### src/hw/rtl/sfr_pkg.sv
`timescale 1ns / 1ps
// ----------------------------------------------------------------------------
// sfr_pkg
// Types and constants shared by the stuffed frame receiver and its checker.
// ----------------------------------------------------------------------------
package sfr_pkg;

  localparam logic [7:0]  MARK_BYTE  = 8'hAA;
  localparam logic [7:0]  START_BYTE = 8'hCC;
  localparam logic [7:0]  END_BYTE   = 8'hEE;
  localparam logic [15:0] CRC_INIT   = 16'hFFFF;
  localparam logic [15:0] CRC_POLY   = 16'hA001;

  typedef enum logic [2:0] {
    KIND_PAYLOAD  = 3'd0,
    KIND_GOOD     = 3'd1,
    KIND_CRC_ERR  = 3'd2,
    KIND_OVERFLOW = 3'd3,
    KIND_RESTART  = 3'd4
  } kind_t;

  typedef enum logic [3:0] {
    PH_HUNT      = 4'b0001,
    PH_HUNT_MARK = 4'b0010,
    PH_DATA      = 4'b0100,
    PH_DATA_MARK = 4'b1000
  } phase_t;

endpackage

### src/hw/rtl/stuffed_frame_receiver_crc16.sv
`timescale 1ns / 1ps
// A byte accepted into the input register has its result, if any, registered in the
// result register, which drives the outputs until the result is taken.
// Throughput: one byte per cycle; the input register and the result register
// form a two-stage pipeline that stalls only when a result is not taken.
// Reset (rst, synchronous): the block hunts for a start mark with an empty
// count and the CRC at 0xFFFF; no result is pending.
// ----------------------------------------------------------------------------
// stuffed_frame_receiver_crc16
// Removes byte stuffing from a received serial stream, finds frames between
// the start and end marks, emits payload bytes and checks CRC-16/MODBUS.
// ----------------------------------------------------------------------------
module stuffed_frame_receiver_crc16
  import sfr_pkg::*;
#(
  parameter int MAX_FRAME_BYTES = 256
)(
  input  logic       clk,
  input  logic       rst,
  input  logic       in_valid,
  output logic       in_ready,
  input  logic [7:0] rx_byte,
  output logic       out_valid,
  input  logic       out_ready,
  output logic [2:0] kind,
  output logic [7:0] data_byte,
  output logic [8:0] frame_length
);

  localparam int CW = $clog2(MAX_FRAME_BYTES + 1);
  localparam logic [CW-1:0] COUNT_FULL = CW'(MAX_FRAME_BYTES);

  // Input register.
  logic       s1_valid;
  logic [7:0] s1_byte;

  // Frame state.
  phase_t        phase, phase_next;
  logic [CW-1:0] byte_count, byte_count_next;
  logic [15:0]   running_crc, running_crc_next;

  // Result of the current item.
  logic          res_valid;
  kind_t         res_kind;
  logic [7:0]    res_data;
  logic [CW-1:0] res_len;
  logic [CW+8:0] res_len_ext;
  logic [15:0]   crc_folded;
  logic [CW-1:0] count_inc;
  logic          advance;

  assign advance  = !out_valid || out_ready;
  assign in_ready = !s1_valid || advance;

  sfr_crc16 u_crc (
    .crc      (running_crc),
    .data     (s1_byte),
    .crc_next (crc_folded)
  );

  assign count_inc = byte_count + CW'(1);

  always_comb begin
    phase_next       = phase;
    byte_count_next  = byte_count;
    running_crc_next = running_crc;
    res_valid        = 1'b0;
    res_kind         = KIND_PAYLOAD;
    res_data         = 8'h00;
    res_len          = byte_count;

    if (byte_count == COUNT_FULL) begin
      phase_next       = PH_HUNT;
      byte_count_next  = '0;
      running_crc_next = CRC_INIT;
      res_valid        = 1'b1;
      res_kind         = KIND_OVERFLOW;
    end else begin
      case (phase)
        PH_HUNT: begin
          if (s1_byte == MARK_BYTE) begin
            phase_next = PH_HUNT_MARK;
          end
        end
        PH_HUNT_MARK: begin
          byte_count_next  = '0;
          running_crc_next = CRC_INIT;
          phase_next       = (s1_byte == START_BYTE) ? PH_DATA : PH_HUNT;
        end
        PH_DATA: begin
          if (s1_byte == MARK_BYTE) begin
            phase_next = PH_DATA_MARK;
          end else begin
            byte_count_next  = count_inc;
            running_crc_next = crc_folded;
            res_valid        = 1'b1;
            res_data         = s1_byte;
            res_len          = count_inc;
          end
        end
        PH_DATA_MARK: begin
          if (s1_byte == MARK_BYTE) begin
            // A doubled mark is one literal mark byte of payload.
            phase_next       = PH_DATA;
            byte_count_next  = count_inc;
            running_crc_next = crc_folded;
            res_valid        = 1'b1;
            res_data         = s1_byte;
            res_len          = count_inc;
          end else if (s1_byte == START_BYTE) begin
            phase_next       = PH_DATA;
            byte_count_next  = '0;
            running_crc_next = CRC_INIT;
            res_valid        = 1'b1;
            res_kind         = KIND_RESTART;
          end else if (s1_byte == END_BYTE) begin
            phase_next       = PH_HUNT;
            byte_count_next  = '0;
            running_crc_next = CRC_INIT;
            res_valid        = 1'b1;
            res_kind         = (running_crc == 16'h0000) ? KIND_GOOD : KIND_CRC_ERR;
          end
        end
        default: begin
          phase_next = PH_HUNT;
        end
      endcase
    end
  end

  // Only the low nine bits of the count are shown.
  assign res_len_ext = {9'd0, res_len};

  always_ff @(posedge clk) begin
    if (rst) begin
      s1_valid <= 1'b0;
    end else if (in_ready) begin
      s1_valid <= in_valid;
    end
    if (in_ready && in_valid) begin
      s1_byte <= rx_byte;
    end
  end

  always_ff @(posedge clk) begin
    if (rst) begin
      phase       <= PH_HUNT;
      byte_count  <= '0;
      running_crc <= CRC_INIT;
      out_valid   <= 1'b0;
    end else if (advance) begin
      out_valid <= s1_valid && res_valid;
      if (s1_valid) begin
        phase       <= phase_next;
        byte_count  <= byte_count_next;
        running_crc <= running_crc_next;
      end
    end
    if (advance && s1_valid && res_valid) begin
      kind         <= res_kind;
      data_byte    <= res_data;
      frame_length <= res_len_ext[8:0];
    end
  end

endmodule

### src/hw/rtl/sfr_crc16.sv
`timescale 1ns / 1ps
// ----------------------------------------------------------------------------
// sfr_crc16
// Folds one byte into a reflected CRC-16 (polynomial 0xA001), one bit per
// step over the eight bits of the byte.
// ----------------------------------------------------------------------------
module sfr_crc16
  import sfr_pkg::*;
(
  input  logic [15:0] crc,
  input  logic [7:0]  data,
  output logic [15:0] crc_next
);

  always_comb begin
    logic [15:0] c;
    c = crc ^ {8'h00, data};
    for (int i = 0; i < 8; i++) begin
      if (c[0]) begin
        c = (c >> 1) ^ CRC_POLY;
      end else begin
        c = c >> 1;
      end
    end
    crc_next = c;
  end

endmodule

### config.mk
export PLATFORM = sky130hd
export DESIGN_NAME = stuffed_frame_receiver_crc16
export DESIGN_NICKNAME = d
export VERILOG_FILES = /design/src/hw/rtl/sfr_pkg.sv /design/src/hw/rtl/stuffed_frame_receiver_crc16.sv /design/src/hw/rtl/sfr_crc16.sv
export SDC_FILE = /design/constraint.sdc
export NUM_CORES = 1
export LEC_CHECK = 0
export BUFFER_PORTS_ARGS = -buffer_cell sky130_fd_sc_hd__buf_4
export CAP_MARGIN = 10
export CORE_UTILIZATION = 28
export DETAILED_ROUTE_END_ITERATION = 6
export GPL_TIMING_DRIVEN = 0
export HOLD_SLACK_MARGIN = 0.12
export PLACE_DENSITY = 0.44
export SLEW_MARGIN = 20
export SYNTH_ARGS = -nofsm -noshare
export SYNTH_HDL_FRONTEND = slang
export SYNTH_SLANG_ARGS = --single-unit
export TNS_END_PERCENT = 30
### constraint.sdc
create_clock -name clk -period 8.6 [get_ports clk]
set_clock_uncertainty 0.2 [all_clocks]
set_input_delay 1.72 -clock clk [delete_from_list [all_inputs] [get_ports clk]]
set_output_delay 1.72 -clock clk [all_outputs]
set_load 0.01 [all_outputs]
Word-level counts from Yosys, hierarchy flattened

Index checks and enable logic that the tools add are counted.

Flip-flop bits (word level): 59
Latch bits: 0
Bits in writable memories: 0
ROM bits: 0
Input bits: 12
Output and inout port bits: 22
Logic and storage cells: 92
Memories: 0

Add/sub/neg operators: 1
$mul: 0
Divide/modulo/power cells: 0
$lt $le $gt $ge: 0
Equality and inequality tests: 12
Shift-type cells: 0
Mux-type cells: 45
Bitwise operators: 10
Reduce and logical (&&, ||, !) cells: 14

Operators with widths:

| operator                                             | number |
|---|---|
| 2-to-1 mux 16 bit                                    | 13 |
| 2-to-1 mux 9 bit                                     | 7 |
| one-hot mux 16 bit (3 select lines)                  | 1 |
| one-hot mux 9 bit (3 select lines)                   | 1 |
| equality test 8 bit (second input constant)          | 3 |
| 2-to-1 mux 4 bit                                     | 6 |
| NOT 2 -> 3 bit                                       | 8 |
| one-hot mux 9 bit (2 select lines)                   | 1 |
| logical NOT 16 bit                                   | 1 |
| 2-to-1 mux 8 bit                                     | 2 |
| one-hot mux 4 bit (4 select lines)                   | 1 |
| one-hot mux 8 bit (2 select lines)                   | 1 |
| bitwise XOR 16 x 8 -> 16 bit                         | 1 |
| AND reduction 5 bit                                  | 2 |
| adder 9 x 1 -> 9 bit (second input constant)         | 1 |
| equality test 9 bit (second input constant)          | 1 |
| inequality test 3 bit (second input constant)        | 3 |
| 2-to-1 mux 2 bit                                     | 4 |
| 2-to-1 mux 3 bit                                     | 2 |
| 2-to-1 mux 1 bit                                     | 5 |
| inequality test 5 bit (second input constant)        | 1 |
| equality test 4 x 1 -> 1 bit (second input constant) | 1 |
| equality test 4 x 2 -> 1 bit (second input constant) | 1 |
| equality test 4 x 3 -> 1 bit (second input constant) | 1 |
| other kinds (9)                                      | 14 |

Longest topological paths before layout

Depth after elaboration: 20
Depth in mapped cells: 11
Mapped depth without buffers: 8

Hierarchy

From an unflattened synthesis, not the netlist that was laid out.

Cells, all modules: 338
Area, all modules: 3400.8 um2

Modules (own cells, without submodules):

| module                       | times used | cells each | area an instance (um2) | seq. area each (um2) |
|---|---|---|---|---|
| stuffed_frame_receiver_crc16 | 1          | 309        | 3116.7                 | 1461.4 |
| sfr_crc16                    | 1          | 29         | 284.0                  | 0.0 |

Worst setup path after synthesis

OpenSTA, ideal clock, no wires.

Kind: input to output
Start point: in out_ready
End point: out in_ready
Arrival time: 1.992 ns
Required time: 6.680 ns
Path slack: 4.688 ns
Cell stages on the path: 2
Path buffers: 0
Cells stage by stage: nor2b_1 > nand2_1

Cells in the longest elaborated chain, start to end: 2

Ends and longest elaborated chain:

| element            | line                               | text |
|---|---|---|
| start: declaration | stuffed_frame_receiver_crc16.sv:24 | `input logic out_ready,` |
| logical OR 1 bit   | stuffed_frame_receiver_crc16.sv:52 | `assign advance = !out_valid \|\| out_ready;` |
| logical OR 1 bit   | stuffed_frame_receiver_crc16.sv:53 | `assign in_ready = !s1_valid \|\| advance;` |
| end: declaration   | stuffed_frame_receiver_crc16.sv:21 | `output logic in_ready,` |

Every way passes these cells.

Final worst setup path

Ends and elaborated chain as after synthesis.

==> reports/metrics.csv <==
metric,value,unit
Area growth syn-to-layout,20.5,%
critical-path cell list,buf_4 > nor2b_1 > nand2_1 > buf_4,
Worst Max-Slew Pin Slew,0.639,ns
CTS sink cnt,59,
Hold Worst Slack,0.297,ns
reg2reg start,s1_byte[3],
wire length of the first global-routing pass,13500,um
core area,10900,sq um
FF/Latch Area,1460,sq um
die area,11700,sq um
total grt overflow,0,
I/O pin count,34,
share of cells above drive strength 1,0.179,
Max-cap violations,0,
slowest CP cell,nor2b_1,
final net count,391,
Synth area leader,edfxtp_1,
Synth Net Count,347,
DR iter-0 viols,120,
routing usage on met2,0.237,
Slew HR,0.574,
Setup CP Type,in -> out,
vias in the first global route,2546,
Hold Buf Count CTS,0,
Worst VDD drop,0.0000667,V
Yosys cell types,53,
largest fanout on the critical path,3,
R2R setup slack,5.63,ns
CP Capture Type,primary output,
clock-pin transition on the worst setup and hold timing paths,0.07,ns
leakage power,1.37,nW
worst path required time,6.68,ns
final hold viol count,0,
DR DRC count,0,
GRT met3 Usage,0.0344,
CTS resizes,0,
"slowest stage delay, CP",0.21,ns
initial antenna violation count,0,
Routed WL,8170,um
Starting Density,0.289,
# diodes,0,
number of synthesized flops with an enable pin,28,
sequential fraction of the synthesis area,0.464,
CTS tree,built,
die span in x,108,um
Setup crit end,in_ready,
final setup fails,0,
# port buffers,32,
syn avg cell area,9.52,sq um
register bit count reported by yosys,59,
grt met1 use,0.213,
HP Class,reg -> reg,
grt peak-use layer,met2,
Final Power,0.608,mW
post-synth top area share,0.267,
row cnt,38,
via count,2567,
critical path startpoint,out_ready,
Post-Syn Area,3150,sq um
H-tree Lvls,3,
worst-skew pair later-pin latency,0.34,ns
TritonRoute pass-1 iters,4,
# Post-CTS Setup Buffers,0,
dominant cell by count in the synthesized netlist,nor2_1,
CP most frequent cell,buf_4,
total global-route track usage,0.155,
Filler Cell Count,1120,
"Min Clock Period, post-route",4.20,ns
Ys Warns,0,
HPWL after DPL,5900,um
area taken by multi-input logic gates,1550,sq um
Synth Flop Type,dfxtp_1,
"Slew Viols, Final",0,
Synth area leaders,"edfxtp_1 (27%), dfxtp_1 (20%), o21ai_0 (4.4%)",
Tcrit/Tclk final,0.489,
root buf cell,clkbuf_8,
f_max,238,MHz
fin area,3800,sq um
status,finished clean,
Area after DPL,3580,sq um
Final ANT Viol Nets,0,
element type at the critical path start,input pin,
synth cell count leaders,"nor2_1 (34), dfxtp_1 (31), edfxtp_1 (28), o21ai_0 (28), nand2_1 (27)",
via-per-instance ratio,4.94,
reg-to-reg endpoint,frame_length[7],
Post-Syn Instances,331,
TritonCTS Buffers,9,
gpl congestion,0.789,
asr flop ratio synth,0,
Reg2Reg Depth,9,
largest net degree at the start of global routing,15,
wire length per cell,15.7,um
Chip Height,108,um
Clock Path Buffers,2,
CP Data Arrival Time,2.28,ns
Setup TNS Final,0,ns
unrepaired setup endpoints after global routing,no,
PwrDens,160,nW/um^2
[cell type report]
class | instances | share of cell area
buffer | 23 | 0.0310
inverter | 7 | 0.00692
multi-input combinational | 242 | 0.408
clock buffer | 10 | 0.0336
sequential | 59 | 0.385
clock inverter | 6 | 0.0234
tap | 140 | 0.0461
timing repair buffer | 33 | 0.0662
[stage by stage]
step                      instances   util  setup slack [ns]
after global routing            520  0.349              4.34
after global placement          503  0.328              4.43
after detailed placement        504  0.329              4.39
after CTS                       520  0.349              4.38
after floorplan                 331      -              4.69
final                           520  0.349              4.40
[routing by layer]
metal / vias up / wire (um)
met3: 10 / 314
li1: 1287 / -
met5: - / 0
met1: 1220 / 4070
met2: 50 / 3670
met4: 0 / 111
[worst min-delay path by stage]
stage	from	to	slack, ns	cells past startpoint
floorplan	byte_count[1]	byte_count[1]	0.26	2
global placement	byte_count[1]	byte_count[1]	0.28	2
detailed placement	byte_count[1]	byte_count[1]	0.28	2
CTS	byte_count[1]	byte_count[1]	0.29	2
global route	byte_count[1]	byte_count[1]	0.34	2
finish	byte_count[1]	byte_count[1]	0.30	2
[flip-flops by register name (all words and copies together), names as in the netlist]
name          cells
running_crc      16
byte_count        9
frame_length      9
data_byte         8
s1_byte           8
phase             4
kind              3
out_valid         1
s1_valid          1
[power by group]
group | internal, mW | leakage [nW] | switching (mW)
sequential | 0.295 | 0.476 | 0.00347
combinational | 0.0133 | 0.789 | 0.0146
clock | 0.164 | 0.103 | 0.118
total | 0.472 | 1.37 | 0.136
[cell usage in the layout (no fill, tap or decap), types with 3 or more instances in the layout]
| master | synthesis | layout |
|---|---|---|
| buf_6 | 2 | 3 |
| xnor2_1 | 10 | 10 |
| and2_1 | 4 | 4 |
| nand2_1 | 27 | 27 |
| clkbuf_1 | 10 | 11 |
| nor4_1 | 4 | 4 |
| mux2i_1 | 3 | 3 |
| or3_1 | 4 | 4 |
| inv_1 | 6 | 6 |
| and3_1 | 10 | 10 |
| nand2b_1 | 3 | 3 |
| a211o_1 | 3 | 3 |
| nand4_1 | 8 | 8 |
| nand3_1 | 6 | 6 |
| edfxtp_1 | 28 | 28 |
| a21oi_1 | 16 | 16 |
| clkbuf_8 | 0 | 9 |
| buf_4 | 2 | 34 |
| ha_1 | 4 | 4 |
| nor4b_1 | 4 | 4 |
| nor3_1 | 17 | 17 |
| nor4_4 | 3 | 3 |
| o211ai_1 | 3 | 3 |
| nor2b_1 | 3 | 3 |
| nor2_1 | 34 | 33 |
| dfxtp_1 | 31 | 31 |
| a21o_1 | 6 | 6 |
| nor3b_1 | 3 | 3 |
| o21ai_0 | 28 | 28 |
| xor2_1 | 14 | 14 |
| buf_2 | 7 | 7 |
[worst max-delay path, delay by kind of cell]
family | cells | cell delay, ns
and+or+nand+nor | 2 | 0.31
buffers and inverters | 2 | 0.26
[logic make-up (layout without fill, tap and decap cells)]
logic type	Yosys count	after routing	synth area share
compound gates	72	72	0.143
buf+inv	30	79	0.0457
xor+xnor	26	26	0.0810
mux	3	3	0.00953
fa+ha+maj	4	4	0.0159
simple gates	137	137	0.241
flops	59	59	0.464
No activity file was read; power rests on OpenSTA's default activity.
